File: config.mk
export PLATFORM = sky130hd
export DESIGN_NAME = scancode_set1_key_decoder
export DESIGN_NICKNAME = d
export VERILOG_FILES = /design/src/rtl/sc1kd_pkg.sv /design/src/rtl/scancode_set1_key_decoder.sv /design/src/rtl/sc1kd_decode.sv /design/src/rtl/sc1kd_out_reg.sv
export SDC_FILE = /design/constraint.sdc
export NUM_CORES = 1
export LEC_CHECK = 0
export BUFFER_PORTS_ARGS = -buffer_cell sky130_fd_sc_hd__buf_2
export CORE_MARGIN = 8
export CORE_UTILIZATION = 30
export CTS_CLUSTER_DIAMETER = 120
export CTS_CLUSTER_SIZE = 14
export DETAILED_ROUTE_END_ITERATION = 12
export SYNTH_ARGS = -nofsm -noshare
export SYNTH_HDL_FRONTEND = slang
export SYNTH_SLANG_ARGS = --single-unit
File: constraint.sdc
create_clock -name clk -period 3.9 [get_ports clk]
set_input_delay 0.39 -clock clk [delete_from_list [all_inputs] [get_ports clk]]
set_output_delay 0.39 -clock clk [all_outputs]
set_load 0.02 [all_outputs]
File: src/rtl/sc1kd_pkg.sv
// Shared types, scan code constants and lookup tables for the set 1 key decoder.
// No dependencies; every other file of the block imports this package.
`default_nettype none

package sc1kd_pkg;

  localparam int unsigned SKIP_W           = 3;
  localparam int unsigned PAUSE_SKIP_DEF   = 5;
  localparam int unsigned USAGE_W          = 8;
  localparam int unsigned MOD_W            = 7;
  localparam int unsigned CODE_W           = 7;

  localparam logic [7:0] SC_PAUSE_PREFIX = 8'hE1;
  localparam logic [7:0] SC_EXT_PREFIX   = 8'hE0;

  localparam logic [CODE_W-1:0] CODE_CTRL   = 7'h1D;
  localparam logic [CODE_W-1:0] CODE_LSHIFT = 7'h2A;
  localparam logic [CODE_W-1:0] CODE_RSHIFT = 7'h36;
  localparam logic [CODE_W-1:0] CODE_ALT    = 7'h38;

  localparam logic [MOD_W-1:0] MOD_LCTRL  = 7'h01;
  localparam logic [MOD_W-1:0] MOD_LSHIFT = 7'h02;
  localparam logic [MOD_W-1:0] MOD_LALT   = 7'h04;
  localparam logic [MOD_W-1:0] MOD_RCTRL  = 7'h10;
  localparam logic [MOD_W-1:0] MOD_RSHIFT = 7'h20;
  localparam logic [MOD_W-1:0] MOD_RALT   = 7'h40;

  typedef struct packed {
    logic               vld;
    logic [USAGE_W-1:0] usage;
    logic [MOD_W-1:0]   mods;
  } dec_result_t;

  localparam logic [USAGE_W-1:0] PLAIN_USAGE [128] = '{
    8'd0,  8'd41, 8'd30, 8'd31, 8'd32, 8'd33, 8'd34, 8'd35,
    8'd36, 8'd37, 8'd38, 8'd39, 8'd45, 8'd46, 8'd42, 8'd43,
    8'd20, 8'd26, 8'd8,  8'd21, 8'd23, 8'd28, 8'd24, 8'd12,
    8'd18, 8'd19, 8'd47, 8'd48, 8'd40, 8'd0,  8'd4,  8'd22,
    8'd7,  8'd9,  8'd10, 8'd11, 8'd13, 8'd14, 8'd15, 8'd51,
    8'd52, 8'd53, 8'd0,  8'd49, 8'd29, 8'd27, 8'd6,  8'd25,
    8'd5,  8'd17, 8'd16, 8'd54, 8'd55, 8'd56, 8'd0,  8'd0,
    8'd0,  8'd44, 8'd57, 8'd0,  8'd0,  8'd0,  8'd0,  8'd0,
    8'd0,  8'd0,  8'd0,  8'd0,  8'd0,  8'd0,  8'd0,  8'd0,
    8'd0,  8'd0,  8'd0,  8'd0,  8'd0,  8'd0,  8'd0,  8'd0,
    8'd0,  8'd0,  8'd0,  8'd0,  8'd0,  8'd0,  8'd0,  8'd0,
    8'd0,  8'd0,  8'd0,  8'd0,  8'd0,  8'd0,  8'd0,  8'd0,
    8'd0,  8'd0,  8'd0,  8'd0,  8'd0,  8'd0,  8'd0,  8'd0,
    8'd0,  8'd0,  8'd0,  8'd0,  8'd0,  8'd0,  8'd0,  8'd0,
    8'd0,  8'd0,  8'd0,  8'd0,  8'd0,  8'd0,  8'd0,  8'd0,
    8'd0,  8'd0,  8'd0,  8'd0,  8'd0,  8'd0,  8'd0,  8'd0
  };

  function automatic logic [USAGE_W-1:0] ext_usage(input logic [CODE_W-1:0] code);
    logic [USAGE_W-1:0] u;
    unique case (code)
      7'h1C:   u = 8'd88;
      7'h47:   u = 8'd74;
      7'h49:   u = 8'd75;
      7'h53:   u = 8'd76;
      7'h4F:   u = 8'd77;
      7'h51:   u = 8'd78;
      7'h4D:   u = 8'd79;
      7'h4B:   u = 8'd80;
      7'h50:   u = 8'd81;
      7'h48:   u = 8'd82;
      default: u = '0;
    endcase
    return u;
  endfunction

  function automatic logic [MOD_W-1:0] modifier_bit(input logic [CODE_W-1:0] code,
                                                    input logic ext);
    logic [MOD_W-1:0] m;
    m = '0;
    if (code == CODE_CTRL) begin
      m = ext ? MOD_RCTRL : MOD_LCTRL;
    end else if (code == CODE_LSHIFT && !ext) begin
      m = MOD_LSHIFT;
    end else if (code == CODE_RSHIFT && !ext) begin
      m = MOD_RSHIFT;
    end else if (code == CODE_ALT) begin
      m = ext ? MOD_RALT : MOD_LALT;
    end
    return m;
  endfunction

endpackage

`default_nettype wire

File: src/rtl/scancode_set1_key_decoder.sv
// Top level of the scan code set 1 to HID usage key decoder.
// Depends on sc1kd_pkg, sc1kd_decode and sc1kd_out_reg.
`default_nettype none

// Takes one scan code byte per cycle and delivers each key press request from a
// result register in the cycle after its byte; a new byte is accepted in the same
// cycle the held result is taken, so throughput is one byte per clock unless the consumer stalls.
// Prefix bytes, modifier changes, releases and unmapped keys produce no request.

module scancode_set1_key_decoder
  import sc1kd_pkg::*;
#(
  parameter int unsigned PAUSE_SKIP_BYTES = PAUSE_SKIP_DEF
) (
  input  logic               clk,
  input  logic               rst_n,
  input  logic               in_valid,
  output logic               in_stall,
  input  logic [7:0]         in_scan_byte,
  output logic               out_valid,
  input  logic               out_stall,
  output logic [USAGE_W-1:0] out_key_usage,
  output logic [MOD_W-1:0]   out_modifier_mask
);

  logic        in_accept;
  dec_result_t res;

  assign in_stall  = out_valid & out_stall;
  assign in_accept = in_valid & ~in_stall;

  sc1kd_decode #(
    .PAUSE_SKIP_BYTES(PAUSE_SKIP_BYTES)
  ) u_decode (
    .clk      (clk),
    .rst_n    (rst_n),
    .accept   (in_accept),
    .scan_byte(in_scan_byte),
    .res      (res)
  );

  sc1kd_out_reg u_out_reg (
    .clk              (clk),
    .rst_n            (rst_n),
    .load             (in_accept),
    .res              (res),
    .out_valid        (out_valid),
    .out_stall        (out_stall),
    .out_key_usage    (out_key_usage),
    .out_modifier_mask(out_modifier_mask)
  );

endmodule

`default_nettype wire

File: src/rtl/sc1kd_decode.sv
// Decoder state (modifier mask, extended flag, pause skip count) and byte decode.
// Depends on sc1kd_pkg for the tables, constants and result type.
`default_nettype none

module sc1kd_decode
  import sc1kd_pkg::*;
#(
  parameter int unsigned PAUSE_SKIP_BYTES = PAUSE_SKIP_DEF
) (
  input  logic        clk,
  input  logic        rst_n,
  input  logic        accept,
  input  logic [7:0]  scan_byte,
  output dec_result_t res
);

  logic [MOD_W-1:0]  held_r, held_nxt;
  logic              ext_r, ext_nxt;
  logic [SKIP_W-1:0] skip_r, skip_nxt;

  logic              released;
  logic [CODE_W-1:0] code;
  logic [MOD_W-1:0]  mod;
  logic [USAGE_W-1:0] usage;

  assign released = scan_byte[7];
  assign code     = scan_byte[CODE_W-1:0];
  assign mod      = modifier_bit(code, ext_r);
  assign usage    = ext_r ? ext_usage(code) : PLAIN_USAGE[code];

  always_comb begin
    held_nxt  = held_r;
    ext_nxt   = ext_r;
    skip_nxt  = skip_r;
    res.vld   = 1'b0;
    res.usage = usage;
    res.mods  = held_r;
    if (accept) begin
      priority if (skip_r != '0) begin
        skip_nxt = skip_r - 1'b1;
      end else if (scan_byte == SC_PAUSE_PREFIX) begin
        ext_nxt  = 1'b0;
        skip_nxt = SKIP_W'(PAUSE_SKIP_BYTES);
      end else if (scan_byte == SC_EXT_PREFIX) begin
        ext_nxt = 1'b1;
      end else begin
        ext_nxt = 1'b0;
        if (mod != '0) begin
          held_nxt = released ? (held_r & ~mod) : (held_r | mod);
        end else if (!released && usage != '0) begin
          res.vld = 1'b1;
        end
      end
    end
  end

  always_ff @(posedge clk) begin
    if (!rst_n) begin
      held_r <= '0;
      ext_r  <= 1'b0;
      skip_r <= '0;
    end else begin
      held_r <= held_nxt;
      ext_r  <= ext_nxt;
      skip_r <= skip_nxt;
    end
  end

  a_skip_silent: assert property (@(posedge clk) disable iff (!rst_n)
    accept && skip_r != '0 |-> !res.vld && held_nxt == held_r)
    else $error("byte inside a pause sequence produced a result or changed modifiers");

  a_skip_count: assert property (@(posedge clk) disable iff (!rst_n)
    accept && skip_r != '0 |=> skip_r == $past(skip_r) - 1'b1)
    else $error("pause skip count did not step down");

  a_pause_load: assert property (@(posedge clk) disable iff (!rst_n)
    accept && skip_r == '0 && scan_byte == SC_PAUSE_PREFIX
    |=> skip_r == SKIP_W'(PAUSE_SKIP_BYTES) && !ext_r)
    else $error("pause prefix did not load the skip count");

  a_ext_set: assert property (@(posedge clk) disable iff (!rst_n)
    accept && skip_r == '0 && scan_byte == SC_EXT_PREFIX |=> ext_r)
    else $error("extended prefix did not set the extended flag");

  a_bit3_clear: assert property (@(posedge clk) disable iff (!rst_n)
    held_r[3] == 1'b0)
    else $error("unused modifier bit became set");

endmodule

`default_nettype wire

File: src/rtl/sc1kd_out_reg.sv
// Result register with valid/stall handshake toward the consumer.
// Depends on sc1kd_pkg for the result type.
`default_nettype none

module sc1kd_out_reg
  import sc1kd_pkg::*;
(
  input  logic               clk,
  input  logic               rst_n,
  input  logic               load,
  input  dec_result_t        res,
  output logic               out_valid,
  input  logic               out_stall,
  output logic [USAGE_W-1:0] out_key_usage,
  output logic [MOD_W-1:0]   out_modifier_mask
);

  logic               valid_r, valid_nxt;
  logic [USAGE_W-1:0] usage_r;
  logic [MOD_W-1:0]   mods_r;

  always_comb begin
    priority if (load) begin
      valid_nxt = res.vld;
    end else if (!out_stall) begin
      valid_nxt = 1'b0;
    end else begin
      valid_nxt = valid_r;
    end
  end

  always_ff @(posedge clk) begin
    if (!rst_n) begin
      valid_r <= 1'b0;
    end else begin
      valid_r <= valid_nxt;
    end
  end

  always_ff @(posedge clk) begin
    if (load && res.vld) begin
      usage_r <= res.usage;
      mods_r  <= res.mods;
    end
  end

  assign out_valid         = valid_r;
  assign out_key_usage     = usage_r;
  assign out_modifier_mask = mods_r;

endmodule

`default_nettype wire

==> run metrics <==
status complete, no violations; Fin Clk Skew approximately 0.0028 ns; Final GP Congestion roughly 0.96; Synth cell types 60; CTS tree built; initial antenna violation count 0; Port Buffers 26; placed cell count 316; final core utilization 0.337; CP peak stage delay 0.59 ns; Mean Syn Cell Area 8.55 um^2; Row Count 29; Via density 5.75; Slew HR 0.573; sequential element share of the synthesized area 0.313; Max clock buf depth 2; Tot Pwr just over 0.6 mW; adder-cell share of the synthesized area 0.0578; total number of vias 1841; FMAX 363 MHz; worst slew pin tran 0.624 ns; clock period minus worst slack 2.75 ns; Synth Area in Simple Gates 0.241; Worst-Skew Late Latency 0.26 ns; Nets 265; Required @ worst endpoint 3.91 ns; setup TNS 0 ns; Cell Area, Synth 0.00195 mm^2; Buf/Inv on CP 3; worst-path fanout max 13; first-pass GRT wire length 8690 um; root buf cell clkbuf_8; period utilisation layout 0.706; DR WL/cell 16.1 um; non-filler cells, final 320; Starting Density 0.309; Design Area, Final 0.00213 mm^2; postcts setup bufs 0; PD cells 286 mW/mm^2; most used cell, CP a21oi_1; TritonCTS buffer count 3; CP Launch Type primary input; number of synthesized flops with an enable pin 13; P_leak 0.811 nW; hold-fix buffer count after cts 0; Fill cells 679; DP Area 0.00208 mm^2; fraction of the mapped netlist area in compound gates 0.283; post-synthesis async set-or-reset flop share 0; #FFs+latches synth 24; die area 0.00933 mm^2; XOR/XNOR share of the synthesized area 0.00449; crit-path leading delay family compound AO/OA/AOI/OAI gates; HPWL after DPL just under 4000 um; DIE HEIGHT 96.6 um; io pins 29; WL final 5160 um; Peak VDD IR 0.000204 V; worst min path class primary input to register; Cells after Synth 228; GRT Total Usage 0.106; post-CTS sizing 0; Final Slew Violations 0; Hold Violations, Final 0; data arrival time of the worst path 2.77 ns; Clock Sinks 24; Initial DRC Count 212; final setup fails 0; Worst path slowest cell a2111oi_0; MaxCap Viol Count 0; post-synthesis mux area share 0.0225; # DRC 0; CP cell instances buf_2, inv_1, ha_1, a21oi_1, nor2_1, a2111oi_0, o32ai_1, nor3_1, a21oi_1, buf_4; first-pass iteration count of the detailed router 5; Worst R2R Setup Slack 1.63 ns; main combinational cell family by area after synthesis compound AO/OA/AOI/OAI gates; DIE WIDTH 96.6 um; Final ANT Viol Nets 0; total core area 0.00631 mm^2; CTS H-tree depth 1; Worst setup EP type register; Area Growth Syn to Fin 9.24%; Top FF cell, synth edfxtp_1; maximum number of pins on one net before global-route repair 41; vias in the first global route approximately 1700; layout cells sized above 1 0.185; WS Path Type primary input to register; grt total ovfl 0; Yosys warning total 0; Worst-path clk slew 0.08 ns; unrepaired setup endpoints after global routing no; antenna diode count 0
[stage by stage]
stage	setup slack, ns	hold slack, ns
after global routing	1.05	0.408
after detailed placement	0.998	0.421
after global placement	0.967	0.419
after CTS	1.26	0.380
final	1.15	0.392
after floorplan	1.10	0.409
[worst paths after layout]
path | startpoint | end | depth (start not counted)
setup / recovery | in_scan_byte[1] | u_out_reg.out_modifier_mask[6]$_DFFE_PP_ | 10
hold / removal | rst_n | u_decode.skip_r[0]$_SDFFE_PN0P_ | 2
setup reg to reg | u_decode.ext_r$_SDFFE_PN0P_ | u_out_reg.out_modifier_mask[6]$_DFFE_PP_ | 6
hold reg to reg | register | u_out_reg.out_modifier_mask[5]$_DFFE_PP_ | 0
[synthesized netlist by cell type, types with 5 or more instances]
cell / n / area, um^2
buf_4: 5 / 37.5
clkbuf_1: 5 / 18.8
nand2_1: 12 / 45.0
edfxtp_1: 13 / 390
nand2b_1: 11 / 68.8
ha_1: 9 / 113
inv_1: 11 / 41.3
nand3_1: 5 / 25.0
nor3_1: 5 / 25.0
nor2b_1: 8 / 50.1
a211oi_1: 6 / 45.0
a311oi_1: 5 / 43.8
dfxtp_1: 11 / 220
nor2_1: 10 / 37.5
a21oi_1: 27 / 135
o21ai_0: 10 / 50.1
[cell usage in the layout, fill, tap and decap left out, types with 2 or more instances in the layout]
master | Yosys | layout
a21oi_1 | 27 | 27
buf_2 | 4 | 26
edfxtp_1 | 13 | 13
nand2_1 | 12 | 12
inv_1 | 11 | 11
nand2b_1 | 11 | 11
dfxtp_1 | 11 | 11
o21ai_0 | 10 | 10
nor2_1 | 10 | 10
ha_1 | 9 | 9
nor2b_1 | 8 | 8
a211oi_1 | 6 | 6
nand3_1 | 5 | 5
nor3_1 | 5 | 5
a311oi_1 | 5 | 5
o2111ai_1 | 4 | 4
or2_2 | 4 | 4
nand4_1 | 4 | 4
o21ai_1 | 3 | 3
and3_1 | 3 | 3
a31oi_1 | 3 | 3
o22ai_1 | 3 | 3
a21o_1 | 3 | 3
o211a_1 | 3 | 3
clkbuf_8 | 0 | 3
and2_1 | 2 | 2
nand3b_1 | 2 | 2
nor4bb_1 | 2 | 2
a22oi_1 | 2 | 2
a32o_1 | 2 | 2
o21a_1 | 2 | 2
conb_1 | 1 | 2
[layer usage]
| layer | up-vias | part of all wire | track usage |
|---|---|---|---|
| met4 | 0 | 0.021 | 0.0438 |
| met3 | 10 | 0.086 | 0.0192 |
| met2 | 102 | 0.45 | 0.162 |
| met1 | 850 | 0.44 | 0.142 |
| li1 | 879 | - | - |
| met5 | - | 0 | 0 |
[layout make-up]
type | instances | area (um^2) | share of cell area
clock buffer | 4 | 45.0 | 0.0212
timing repair buffer | 27 | 138 | 0.0646
multi-input combinational | 176 | 1190 | 0.561
tap | 77 | 96.3 | 0.0452
inverter | 12 | 45.0 | 0.0212
sequential | 24 | 611 | 0.287
[kinds of logic after synthesis]
family                   after synthesis
flip-flops                            24
other                                  1
XOR/XNOR                               1
multiplexers                           3
AO/OA/AOI/OAI                         82
adder cells (fa/ha/maj)                9
AND/OR/NAND/NOR                       79
buffers and inverters                 29
[worst register-to-register path, stage by stage, from the launching register on]
cell,delay (ns)
dfxtp_1,0.40
nor2_1,0.45
o2111ai_1,0.22
o32ai_1,0.40
nor3_1,0.14
a21oi_1,0.14
buf_4,0.22
[where the power goes]
group / internal, mW / switching, mW
logic: 0.0632 / 0.116
registers: 0.282 / 0.00384
clock network: 0.0727 / 0.0716
Power figures use the tool's default switching activity.
